**src/rtl/crc8pd_pkg.sv**
```systemverilog
// crc8pd_pkg: shared types and constants for the crc-8 packet deframer
// no dependencies; imported by crc8pd_crc_byte and crc8_packet_deframer
package crc8pd_pkg;

  localparam int unsigned BYTE_W            = 8;
  localparam int unsigned SEQ_W             = 4;
  localparam int unsigned CAM_W             = 2;
  localparam int unsigned NUM_CAMS          = 4;
  localparam int unsigned PAYLOAD_BYTES_DEF = 8;
  localparam int unsigned SEQ_MODULUS_DEF   = 16;

  typedef logic [BYTE_W-1:0] byte_t;
  typedef logic [SEQ_W-1:0]  seq_t;
  typedef logic [CAM_W-1:0]  cam_t;

  typedef enum logic {
    CFG_PREAMBLE = 1'b0,
    CFG_POLY     = 1'b1
  } cfg_idx_t;

  typedef enum logic [4:0] {
    ST_HUNT  = 5'b00001,
    ST_ADDR  = 5'b00010,
    ST_DATA  = 5'b00100,
    ST_CRC   = 5'b01000,
    ST_DRAIN = 5'b10000
  } state_t;

  // fields of the latched address byte
  typedef struct packed {
    cam_t               cam;
    logic [1:0]         port;
    seq_t               seq;
  } addr_t;

endpackage

```
**src/rtl/crc8pd_crc_byte.sv**
```systemverilog
// crc8pd_crc_byte: one byte of crc-8, msb first, no reflection
// depends on crc8pd_pkg
module crc8pd_crc_byte
  import crc8pd_pkg::*;
(
  input  byte_t crc_in,
  input  byte_t data_in,
  input  byte_t poly,
  output byte_t crc_out
);

  always_comb begin
    byte_t c;
    c = crc_in ^ data_in;
    for (int b = 0; b < BYTE_W; b++) begin
      if (c[BYTE_W-1]) begin
        c = {c[BYTE_W-2:0], 1'b0} ^ poly;
      end else begin
        c = {c[BYTE_W-2:0], 1'b0};
      end
    end
    crc_out = c;
  end

endmodule

```
**src/rtl/crc8_packet_deframer.sv**
```systemverilog
// crc8_packet_deframer: preamble hunt, packet capture, crc-8 check, sequence tracking
// first payload result after the crc byte: drain state, payload memory read, output register
// throughput: one byte per cycle in, input stalled while draining; PAYLOAD_BYTES results
//   drained one at a time (payload memory read, then output register, next read once it frees)
// reset: synchronous active-low rst_n clears control state and sequence valid bits
// depends on crc8pd_pkg and crc8pd_crc_byte
module crc8_packet_deframer
  import crc8pd_pkg::*;
#(
  parameter int unsigned PAYLOAD_BYTES = PAYLOAD_BYTES_DEF,
  parameter int unsigned SEQ_MODULUS   = SEQ_MODULUS_DEF
) (
  input  logic        clk,
  input  logic        rst_n,
  input  logic        cfg_we,
  input  logic        cfg_index,
  input  logic [7:0]  cfg_wdata,
  input  logic        in_valid,
  output logic        in_ready,
  input  logic [7:0]  in_rx_byte,
  output logic        out_valid,
  input  logic        out_ready,
  output logic [1:0]  out_camera_id,
  output logic [1:0]  out_port_id,
  output logic [7:0]  out_payload_byte,
  output logic        out_last_byte,
  output logic        out_crc_error,
  output logic        out_packet_lost
);

  localparam int unsigned IDX_W = (PAYLOAD_BYTES > 1) ? $clog2(PAYLOAD_BYTES) : 1;
  localparam logic [IDX_W-1:0] LAST_IDX = IDX_W'(PAYLOAD_BYTES - 1);

  state_t            state_r, state_nxt;
  byte_t             preamble_r, poly_r;
  addr_t             addr_r;
  byte_t             crc_acc_r;
  logic [IDX_W-1:0]  wr_idx_r, rd_idx_r;
  logic              rd_pend_r;
  logic              crc_err_r, lost_r;
  logic              out_valid_r, out_last_r;
  byte_t             out_data_r;
  cam_t              out_cam_r;
  logic [1:0]        out_port_r;
  logic              out_crc_err_r, out_lost_r;
  byte_t             crc_data, crc_final;
  logic              in_fire, out_free, rd_en;

  // payload memory and sequence memory
  byte_t             pay_mem [PAYLOAD_BYTES];
  byte_t             pay_rdata_r;
  seq_t              seq_mem [NUM_CAMS];
  logic [NUM_CAMS-1:0] seq_vld_r;
  seq_t              seq_exp_r;
  seq_t              seq_next_tab [1 << SEQ_W];

  assign in_ready = (state_r != ST_DRAIN);
  assign in_fire  = in_valid && in_ready;
  assign out_free = !out_valid_r || out_ready;
  assign rd_en    = (state_r == ST_DRAIN) && !rd_pend_r && out_free;

  crc8pd_crc_byte u_crc_data (
    .crc_in  (crc_acc_r),
    .data_in (in_rx_byte),
    .poly    (poly_r),
    .crc_out (crc_data)
  );

  crc8pd_crc_byte u_crc_final (
    .crc_in  (crc_acc_r),
    .data_in (addr_r),
    .poly    (poly_r),
    .crc_out (crc_final)
  );

  for (genvar g = 0; g < (1 << SEQ_W); g++) begin : g_seq_tab
    localparam int unsigned NV = (g + 1) % SEQ_MODULUS;
    assign seq_next_tab[g] = SEQ_W'(NV);
  end

  always_ff @(posedge clk) begin
    if (!rst_n) begin
      preamble_r <= '0;
      poly_r     <= 8'h07;
    end else if (cfg_we) begin
      case (cfg_idx_t'(cfg_index))
        CFG_PREAMBLE: preamble_r <= cfg_wdata;
        CFG_POLY:     poly_r     <= cfg_wdata;
        default:      ;
      endcase
    end
  end

  always_comb begin
    state_nxt = state_r;
    case (state_r)
      ST_HUNT: begin
        if (in_fire && in_rx_byte == preamble_r) state_nxt = ST_ADDR;
      end
      ST_ADDR: begin
        if (in_fire) state_nxt = ST_DATA;
      end
      ST_DATA: begin
        if (in_fire && wr_idx_r == LAST_IDX) state_nxt = ST_CRC;
      end
      ST_CRC: begin
        if (in_fire) state_nxt = ST_DRAIN;
      end
      ST_DRAIN: begin
        if (rd_pend_r && rd_idx_r == LAST_IDX) state_nxt = ST_HUNT;
      end
      default: state_nxt = ST_HUNT;
    endcase
  end

  always_ff @(posedge clk) begin
    if (!rst_n) begin
      state_r     <= ST_HUNT;
      addr_r      <= '0;
      crc_acc_r   <= '0;
      wr_idx_r    <= '0;
      rd_idx_r    <= '0;
      rd_pend_r   <= 1'b0;
      out_valid_r <= 1'b0;
      seq_vld_r   <= '0;
    end else begin
      state_r <= state_nxt;
      if (in_fire) begin
        case (state_r)
          ST_ADDR: begin
            addr_r    <= addr_t'(in_rx_byte);
            crc_acc_r <= '0;
            wr_idx_r  <= '0;
          end
          ST_DATA: begin
            crc_acc_r <= crc_data;
            wr_idx_r  <= wr_idx_r + 1'b1;
          end
          ST_CRC: begin
            crc_acc_r <= crc_final;
            wr_idx_r  <= '0;
            rd_idx_r  <= '0;
            seq_vld_r[addr_r.cam] <= 1'b1;
          end
          default: ;
        endcase
      end
      if (out_valid_r && out_ready) out_valid_r <= 1'b0;
      rd_pend_r <= rd_en;
      if (rd_pend_r) begin
        out_valid_r <= 1'b1;
        rd_idx_r    <= rd_idx_r + 1'b1;
      end
    end
  end

  // packet flags and output data registers
  always_ff @(posedge clk) begin
    if (in_fire && state_r == ST_CRC) begin
      crc_err_r <= (crc_final != in_rx_byte);
      lost_r    <= (addr_r.seq != seq_exp_r);
    end
    if (rd_pend_r) begin
      out_data_r    <= pay_rdata_r;
      out_last_r    <= (rd_idx_r == LAST_IDX);
      out_cam_r     <= addr_r.cam;
      out_port_r    <= addr_r.port;
      out_crc_err_r <= crc_err_r;
      out_lost_r    <= lost_r;
    end
  end

  always_ff @(posedge clk) begin
    if (in_fire && state_r == ST_DATA) pay_mem[wr_idx_r] <= in_rx_byte;
    if (rd_en) pay_rdata_r <= pay_mem[rd_idx_r];
  end

  always_ff @(posedge clk) begin
    if (in_fire && state_r == ST_CRC) seq_mem[addr_r.cam] <= seq_next_tab[addr_r.seq];
    seq_exp_r <= seq_vld_r[addr_r.cam] ? seq_mem[addr_r.cam] : '0;
  end

  assign out_valid        = out_valid_r;
  assign out_camera_id    = out_cam_r;
  assign out_port_id      = out_port_r;
  assign out_payload_byte = out_data_r;
  assign out_last_byte    = out_last_r;
  assign out_crc_error    = out_crc_err_r;
  assign out_packet_lost  = out_lost_r;

  a_crc_to_drain: assert property (@(posedge clk) disable iff (!rst_n)
    (in_fire && state_r == ST_CRC) |=> (state_r == ST_DRAIN))
    else $error("crc byte did not start the drain");

  a_out_free_on_read: assert property (@(posedge clk) disable iff (!rst_n)
    rd_pend_r |-> !out_valid_r)
    else $error("payload read returned while output register full");

  a_last_ends_drain: assert property (@(posedge clk) disable iff (!rst_n)
    (rd_pend_r && rd_idx_r == LAST_IDX) |=> (state_r == ST_HUNT))
    else $error("drain still running after last payload byte");

  a_drain_reads_only: assert property (@(posedge clk) disable iff (!rst_n)
    rd_en |-> !in_fire)
    else $error("input request taken during payload drain");

endmodule
```
**config.mk**
```make
export PLATFORM = sky130hd
export DESIGN_NAME = crc8_packet_deframer
export DESIGN_NICKNAME = d
export VERILOG_FILES = /design/src/rtl/crc8pd_pkg.sv /design/src/rtl/crc8pd_crc_byte.sv /design/src/rtl/crc8_packet_deframer.sv
export SDC_FILE = /design/constraint.sdc
export NUM_CORES = 1
export LEC_CHECK = 0
export ABC_AREA = 1
export BUFFER_PORTS_ARGS = -buffer_cell sky130_fd_sc_hd__buf_2
export CAP_MARGIN = 25
export CORE_MARGIN = 2
export CORE_UTILIZATION = 55
export DETAILED_ROUTE_END_ITERATION = 10
export GPL_TIMING_DRIVEN = 0
export PLACE_DENSITY_LB_ADDON = 0.2
export SKIP_CTS_REPAIR_TIMING = 1
export SYNTH_ARGS = -nofsm -noshare
export SYNTH_HDL_FRONTEND = slang
export SYNTH_SLANG_ARGS = --single-unit
```
**constraint.sdc**
```tcl
create_clock -name clk -period 8.21 [get_ports clk]
set_input_delay 0.4105 -clock clk [delete_from_list [all_inputs] [get_ports clk]]
set_output_delay 0.4105 -clock clk [all_outputs]
set_load 0.05 [all_outputs]
```
======== Word level (Yosys, flattened, before mapping) ========
Memory sizes are Yosys's and may differ from the RTL's. A register that Yosys moved wholly into a read port is not among the register bits.
Index checks and enable logic that the tools add are counted.
storage, ports and cells
  register bits after elaboration ......... 66
  memories ................................ 3
  bits in writable memories ............... 80
  bits of input ports ..................... 22
  memory bits (read-only) ................. 64
  output and inout bits ................... 17
memories
  name             words  width  read ports  clocked after Yosys merged registers in  write ports  line                         RTL
  (no name shown)  16     4      1           0                                        0            crc8_packet_deframer.sv:179  if (in_fire && state_r == ST_CRC) seq_mem[addr_r.cam] <= seq_next_tab[addr_r.seq];
  pay_mem          8      8      1           1                                        1            crc8_packet_deframer.sv:50   byte_t pay_mem [PAYLOAD_BYTES];
  seq_mem          4      4      1           1                                        1            crc8_packet_deframer.sv:52   seq_t seq_mem [NUM_CAMS];
cells by class
  bitwise operators ....................... 21
  muxes and demuxes ....................... 39
  order comparisons ....................... 3
  equality and inequality tests ........... 16
  reduce and logical (&&, ||, !) cells .... 28
  add/sub/neg operators ................... 2
operator list
  kind                                                 count
  bitwise XOR 8 bit                                    18
  two-way mux 8 bit                                    16
  two-way mux 5 bit                                    5
  one-hot mux 5 bit (5 select lines)                   1
  one-hot mux 8 bit (3 select lines)                   1
  AND reduction 2 bit                                  7
  logical AND 1 bit                                    10
  two-way mux 3 bit                                    3
  equality test 8 bit                                  1
  two-way mux 1 bit                                    8
  two-way mux 4 bit                                    2
  != test 2 bit, second input constant                 4
  != test 8 bit                                        1
  nonzero test 2 bit                                   4
  adder 3 x 1 -> 3 bit, second input constant          2
  equality test 3 bit, second input constant           2
  one-hot mux 3 bit (2 select lines)                   1
  equality test 5 x 1 -> 1 bit, second input constant  1
  equality test 5 x 2 -> 1 bit, second input constant  1
  equality test 5 x 3 -> 1 bit, second input constant  1
  equality test 5 x 4 -> 1 bit, second input constant  1
  equality test 5 bit, second input constant           1
  >= comparator 5 bit, second input constant           1
  != test 5 bit, second input constant                 1
  14 further kinds                                     16

======== Depth between registers and ports, before layout ========
Gate-level depths: netlist of the first run.
  depth after elaboration ................. 18
  mapped depth ............................ 36
  depth with buffers taken out ............ 33

======== Cells and area by module ========
Synthesis of the first run repeated with hierarchy kept, for this count alone.
second synthesis, totals
  cells, all modules ...................... 1224
  area, all modules ....................... 9621.7 µm²
by module, submodules not included
  module                cells each  area each (µm²)  instances  seq. area each (µm²)
  crc8_packet_deframer  622         6551.3           1          4214.0
  crc8pd_crc_byte       301         1535.2           2          0.0

======== Worst setup path after synthesis of the first run ========
OpenSTA, ideal clock, no wires.
  path kind ............................... reg-to-reg
  start ................................... reg addr_r[7] in the netlist's numbering
  end ..................................... reg crc_err_r (data pin)
  setup time .............................. 0.254 ns
  stages on the path, launching flop included .. 31
  buffers on the path ..................... 4
  path slack .............................. 5.171 ns
  data arrival time ....................... 2.785 ns
  path through ............................ dfxtp_1 > buf_6 > inv_4 > nand2_1 > nand2_2 > nand3_2 > nand2_2 > buf_6 > nand2_1 > nand2_1 > nand2_2 > xnor2_2 > nand3_1 > nand2_1 > buf_6 > nand3_4 > nand2_4 > nor2_1 > nand2_1 > nand2_2 > nand3_1 > nand2_2 > buf_6 > nor2_1 > nand2_1 > nand2_1 > nand2_1 > nand2_1 > nand2_1 > nor2_1 > nand2_1
on the way
  longest elaborated chain between the ends .. 17
RTL lines
  item                    line                         RTL
  start, declared         crc8_packet_deframer.sv:36   addr_t addr_r;
  start signal, assigned  crc8_packet_deframer.sv:131  addr_r <= addr_t'(in_rx_byte);
  bitwise XOR 8 bit *     crc8pd_crc_byte.sv:14        c = crc_in ^ data_in;
  two-way mux 8 bit *     crc8pd_crc_byte.sv:16        if (c[BYTE_W-1]) begin
  bitwise XOR 8 bit       crc8pd_crc_byte.sv:17        c = {c[BYTE_W-2:0], 1'b0} ^ poly;
  two-way mux 8 bit *     crc8pd_crc_byte.sv:16
  bitwise XOR 8 bit       crc8pd_crc_byte.sv:17
  two-way mux 8 bit *     crc8pd_crc_byte.sv:16
  bitwise XOR 8 bit       crc8pd_crc_byte.sv:17
  two-way mux 8 bit *     crc8pd_crc_byte.sv:16
  bitwise XOR 8 bit       crc8pd_crc_byte.sv:17
  two-way mux 8 bit *     crc8pd_crc_byte.sv:16
  bitwise XOR 8 bit       crc8pd_crc_byte.sv:17
  two-way mux 8 bit *     crc8pd_crc_byte.sv:16
  bitwise XOR 8 bit       crc8pd_crc_byte.sv:17
  two-way mux 8 bit *     crc8pd_crc_byte.sv:16
  bitwise XOR 8 bit       crc8pd_crc_byte.sv:17
  two-way mux 8 bit *     crc8pd_crc_byte.sv:16
  != test 8 bit *         crc8_packet_deframer.sv:160  crc_err_r <= (crc_final != in_rx_byte);
  end signal, assigned    crc8_packet_deframer.sv:160
  end, declared           crc8_packet_deframer.sv:40   logic crc_err_r, lost_r;
Mark *: on every way between the ends. The rest lies on a longest branch, timed or not.
A chain may end at the register's enable or synchronous reset.

======== Worst setup path after layout of the first run ========
Same ends and word-level chain as after synthesis.

==> results of run 1 <==
routing by layer:
metal / GRT usage, % / share of wire [%] / vias up
li1: - / - / 3609
met1: 34.0 / 43 / 3346
met2: 45.6 / 49 / 231
met3: 4.06 / 5.3 / 41
met4: 7.95 / 2.2 / 0
met5: 0 / 0 / -
cells in the final DEF (no fill, tap or decap), drive strengths merged:
cell	count
xnor2	50
xor2	36
nor4	3
a221oi	1
nand2	266
clkinv	11
o21ai	71
nor2	163
a31oi	12
bufinv	2
nand3	75
nand3b	1
ha	6
edfxtp	105
nor3	12
nand4	8
a22o	1
nand2b	1
a22oi	4
or2	2
o22ai	8
a21oi	37
inv	105
clkinvlp	1
o211ai	4
o21bai	1
clkbuf	44
buf	58
dfxtp	53
worst reg2reg max path: cells and delay by family, from the launching register on:
family	cells	cell delay, ns
flops	1	0.36
buf+inv	3	0.47
simple gates	24	2.32
xor+xnor	1	0.26
cell families after synthesis:
group / count (synthesis)
and+or+nand+nor: 531
DFF: 158
buffers and inverters: 146
AOI/OAI and AO/OA: 139
xor gates and xnor gates: 86
adders and majority gates: 6
registers in the layout (all words and copies together) (netlist names):
register,flops
out_last_byte,1
state_r,5
rd_idx_r,3
pay_mem,64
pay_rdata_r,8
out_packet_lost,1
out_crc_error,1
crc_err_r,1
out_valid,1
seq_exp_r,4
crc_acc_r,8
seq_mem,16
addr_r,8
seq_vld_r,4
out_port_id,2
poly_r,8
lost_r,1
wr_idx_r,3
rd_pend_r,1
out_payload_byte,8
preamble_r,8
out_camera_id,2
metrics by stage:
stage | setup slack, ns | hold WS, ns | std cells | cell area [um2]
final | 4.57 | 0.232 | 1357 | 9870
after floorplan | 5.17 | 0.400 | 1066 | 8780
after CTS | 4.58 | 0.225 | 1357 | 9870
after global routing | 4.18 | 0.246 | 1357 | 9870
after detailed placement | 4.44 | 0.409 | 1325 | 9280
after global placement | 4.46 | 0.401 | 1320 | 9240
area by class of cell:
type	instances	area, um2	share of cell area, %
Sequential cell	158	4210	42.7
Multi-Input combinational cell	762	3970	40.2
Clock buffer	19	433	4.39
Inverter	106	400	4.06
Tap cell	216	270	2.74
Timing Repair Buffer	43	220	2.23
Buffer	40	208	2.11
Clock inverter	13	154	1.56
path summary, 6_finish.rpt:
path / end / cells past startpoint / slack (ns)
setup / recovery: crc_err_r / 28 / 4.57
hold / removal: poly_r[2] / 3 / 0.23
setup reg to reg: crc_err_r / 28 / 4.57
hold reg to reg: out_payload_byte[3] / 0 / 0.42
where the power goes:
part	total, W	leakage (nW)	internal (W)	switching (W)
clock network	0.000784	0.285	0.000456	0.000329
logic	0.000303	2.33	0.000107	0.000196
registers	0.000858	1.39	0.000851	0.00000718
==> impl_metrics.ini, run 1 <==
[outcome]
status = complete, no violations

[floorplanning]
pin_count = 39
die_area_um2 = 17000
die_w_um = 130
coreArea_um2 = 15800
fp-row-count = 46
initial_core_util_pct = 55.7
die_h_um = 130

[yosys]
yosysMostFrequentCell = nand2_1
syn_area_um2 = 8780
ys_seq_area_share_pct = 48.0
syn_area_per_cell_um2 = 8.24
synth_cell_types = 44
synth_fa_ha_area_share_pct = 0.855
netlist.area_leader.share_pct = 35.9
syn_inst = 1066
syn_nets = 1094
synth-seq-cells = 158
muxShareOfSynthArea_pct = 0
synth_simple_gate_area_share_pct = 26.4
synthFlopType = edfxtp_1
synth.area.top_cells = edfxtp_1 36%, dfxtp_1 12%, nand2_1 10%
synth_xor_area_share_pct = 9.13
async_reset_ff_share_pct = 0
synth_edf_count = 105
synth_area_leader_cell = edfxtp_1
synth_top_family_by_area = simple AND/OR/NAND/NOR gates
yosys-top-cells-count = 242 x nand2_1, 159 x nor2_1, 105 x edfxtp_1
synth-compound-area-share_pct = 8.72
yosys_warnings = 0

[grt]
antenna_found_initial = 0
grt_pass1_wl_mm = 34.1
grt_pass1_vias = 6729
grt_max_degree = 21
track_usage_pct = 26.3
grt-ovfl-total = 0

[sta]
finClkSkew_ns = 0.00998
setup_viol = 0
max_freq_mhz = 275
hold_viol = 0
relSlewSlack_pct = 28.8
tns_ns = 0
finalCritPeriodShare_pct = 44.4
period_needed_ns = 3.64
rsz0062_at_grt = false
finalMaxSlewViolations = 0
worst_slew_pin_slew_ns = 1.06

[final_layout]
drive_above_1_share_pct = 13.1
final_util_pct = 62.6
fill_cells = 1423
areaGrowthSynthToFinish_pct = 12.3
nets = 1156
n_antenna_cell = 0

[job]
maxCapViolCount = 0

[routing]
drt_iter0_drc = 628
antenna_left = 0
num_vias = 7227
totalWireLength_mm = 21.5
avgRoutedWirePerCell_um = 15.8
viasPerCell = 5.33
drtPass1Iterations = 5
drc = 0

[clocking]
numCtsBuffers = 17
clock_sinks = 158
htreeDepth = 4
clk_latency_ns = 0.42
cts_buffer_depth = 2
cts_root_buf = clkbuf_16
cts_tree = built
clk_pin_slew_ns = 0.06

[worst_setup_path]
crit_buf_inv = 3
max_stage_delay_ns = 0.36
crit_path_start = addr_r[7]
cp-start-kind = register
crit_top_cell = nand2_1
worstSetupEndpointType = register
cpLargestDelayFamily = simple AND/OR/NAND/NOR gates
crit_path_top_delay_cell = dfxtp_1
required_ns = 8.37
critPathKind = register to register
cp_max_fo = 10
r2r-start = addr_r[7]
worstPathArrival_ns = 3.80

[pwr]
power_w = 0.00195
power_density_nw_per_um2 = 197
leakage_nw = 4.00
peakVddDrop_mv = 0.151

[placement]
hpwl_mm = 15.4
port_buffers = 38
place_congestion = 0.883

[min_path]
hp-class = primary input to register
hp-start = cfg_wdata[2]
Note: power is estimated with default switching activity, not from simulation.
==> run 2: changes to the inputs <==
- clock period: 8.21 -> 3.7 ns (I/O delays scaled with it)
==> run 2 against run 1 <==
Compared with the run above: non-clock buffer count is 17 higher; total power grew 120%; sequential share of layout area fell by 1.1 points; maximum frequency up 4.0%; register-to-register slack got worse by 4.4 ns; die area is the same; critical endpoint unchanged; largest cell class unchanged; highest routed layer unchanged.
==> impl_metrics.ini, run 2 (synthesis results as in run 1) <==
[clocking]
cts_tree = built
clock_sinks = 158
numCtsBuffers = 17
clk_latency_ns = 0.42
clk_pin_slew_ns = 0.06
htreeDepth = 4
cts_root_buf = clkbuf_16
cts_buffer_depth = 2

[floorplanning]
die_h_um = 130
die_w_um = 130
pin_count = 39
die_area_um2 = 17000
initial_core_util_pct = 55.7
coreArea_um2 = 15800
fp-row-count = 46

[sta]
relSlewSlack_pct = 28.8
fin_ws_ns = 0.197
max_freq_mhz = 285
period_needed_ns = 3.50
hold_viol = 0
hold_ws_ns = 0.00719
setup_viol = 0
finalCritPeriodShare_pct = 94.7
finalMaxSlewViolations = 0
finClkSkew_ns = 0.00964
rsz0062_at_grt = true
worst_slew_pin_slew_ns = 1.06

[worst_setup_path]
worstPathArrival_ns = 3.66
worstSetupEndpointType = register
cp-start-kind = register
critPathKind = register to register
cp_max_fo = 8
crit_top_cell = nand2_1
max_stage_delay_ns = 0.35
crit_path_top_delay_cell = dfxtp_2
required_ns = 3.86

[grt]
antenna_found_initial = 0
grt_pass1_wl_mm = 34.1
grt-ovfl-total = 0
grt_pass1_vias = 6729
track_usage_pct = 26.3
grt_max_degree = 21

[routing]
num_vias = 7324
wl_met3_mm = 1.14
totalWireLength_mm = 21.9
viasPerCell = 5.33
top_layer = met4
drc = 0
avgRoutedWirePerCell_um = 15.9
antenna_left = 0
drt_iter0_drc = 662
dr_wl_met2_mm = 11.0
wl_met1_mm = 9.40
drtPass1Iterations = 6

[pwr]
power_density_nw_per_um2 = 428
leakage_nw = 4.12
peakVddDrop_mv = 0.346

[placement]
port_buffers = 38
hpwl_mm = 15.4
dpl_worst_slack_ns = 0.104
place_congestion = 0.883

[final_layout]
final_common_cell = nand2_1
reg_top3 = pay_mem (64), seq_mem (16)
largest_register_ffs = 64
n_antenna_cell = 0
largest_register = pay_mem
drive_above_1_share_pct = 17.0
fill_cells = 1380
mostFrequentLayoutCells = 231 x nand2_1, 154 x nor2_1, 105 x edfxtp_1
nets = 1174
areaGrowthSynthToFinish_pct = 15.5

[min_path]
hp-class = primary input to register

[job]
maxCapViolCount = 0

[outcome]
status = complete, no violations
[run 2: cell count changes in the layout (fill, tap and decap cells not counted), sizes merged]
cell	previous run	this run
xor2	36	37
clkinv	11	10
buf	58	75
clkinvlp	1	2
[run 2: stage by stage]
step	area [um2]	power, W	TNS [ns]	utilization [%]	cells
after floorplan	8780	0.00246	0	-	1066
after global placement	9240	0.00260	0	58.6	1320
after detailed placement	9280	0.00261	0	58.8	1325
after CTS	9870	0.00432	0	62.6	1357
after global routing	10100	0.00452	-0.105	64.3	1375
final	10100	0.00434	0	64.3	1375
[run 2: worst max-delay path, delay by kind of cell (launching register included)]
family,cells,cell delay (ns)
buf+inv,6,0.66
flops,1,0.35
simple gates,27,2.24
[run 2: layout make-up]
class / instances / area, um2 / area share [%]
clock buffer: 19 / 433 / 4.27
buffer: 39 / 210 / 2.07
multi-input combinational: 763 / 4100 / 40.4
tap: 216 / 270 / 2.67
inverter: 106 / 404 / 3.99
clock inverter: 13 / 154 / 1.52
sequential: 158 / 4220 / 41.6
timing repair buffer: 61 / 353 / 3.48
[run 2: path summary, 6_finish.rpt]
kind | from | to | slack (ns) | cells after the start
hold / removal | cfg_wdata[2] | poly_r[2] | 0.007 | 3
setup / recovery | addr_r[7] | crc_err_r | 0.20 | 33
hold reg to reg | pay_rdata_r[3] | out_payload_byte[3] | 0.42 | 0
setup reg to reg | addr_r[7] | crc_err_r | 0.20 | 33
[run 2: routing by layer]
layer	global-route usage [%]	up-vias
met4	7.95	0
li1	-	3644
met5	0	-
met3	4.06	40
met2	45.6	251
met1	34.0	3389
[run 2: power by group]
| part | total, W | leakage (nW) | switching, W | internal [W] |
|---|---|---|---|---|
| sequential | 0.00191 | 1.39 | 0.0000191 | 0.00189 |
| clock | 0.00174 | 0.285 | 0.000733 | 0.00101 |
| combinational | 0.000693 | 2.44 | 0.000442 | 0.000251 |
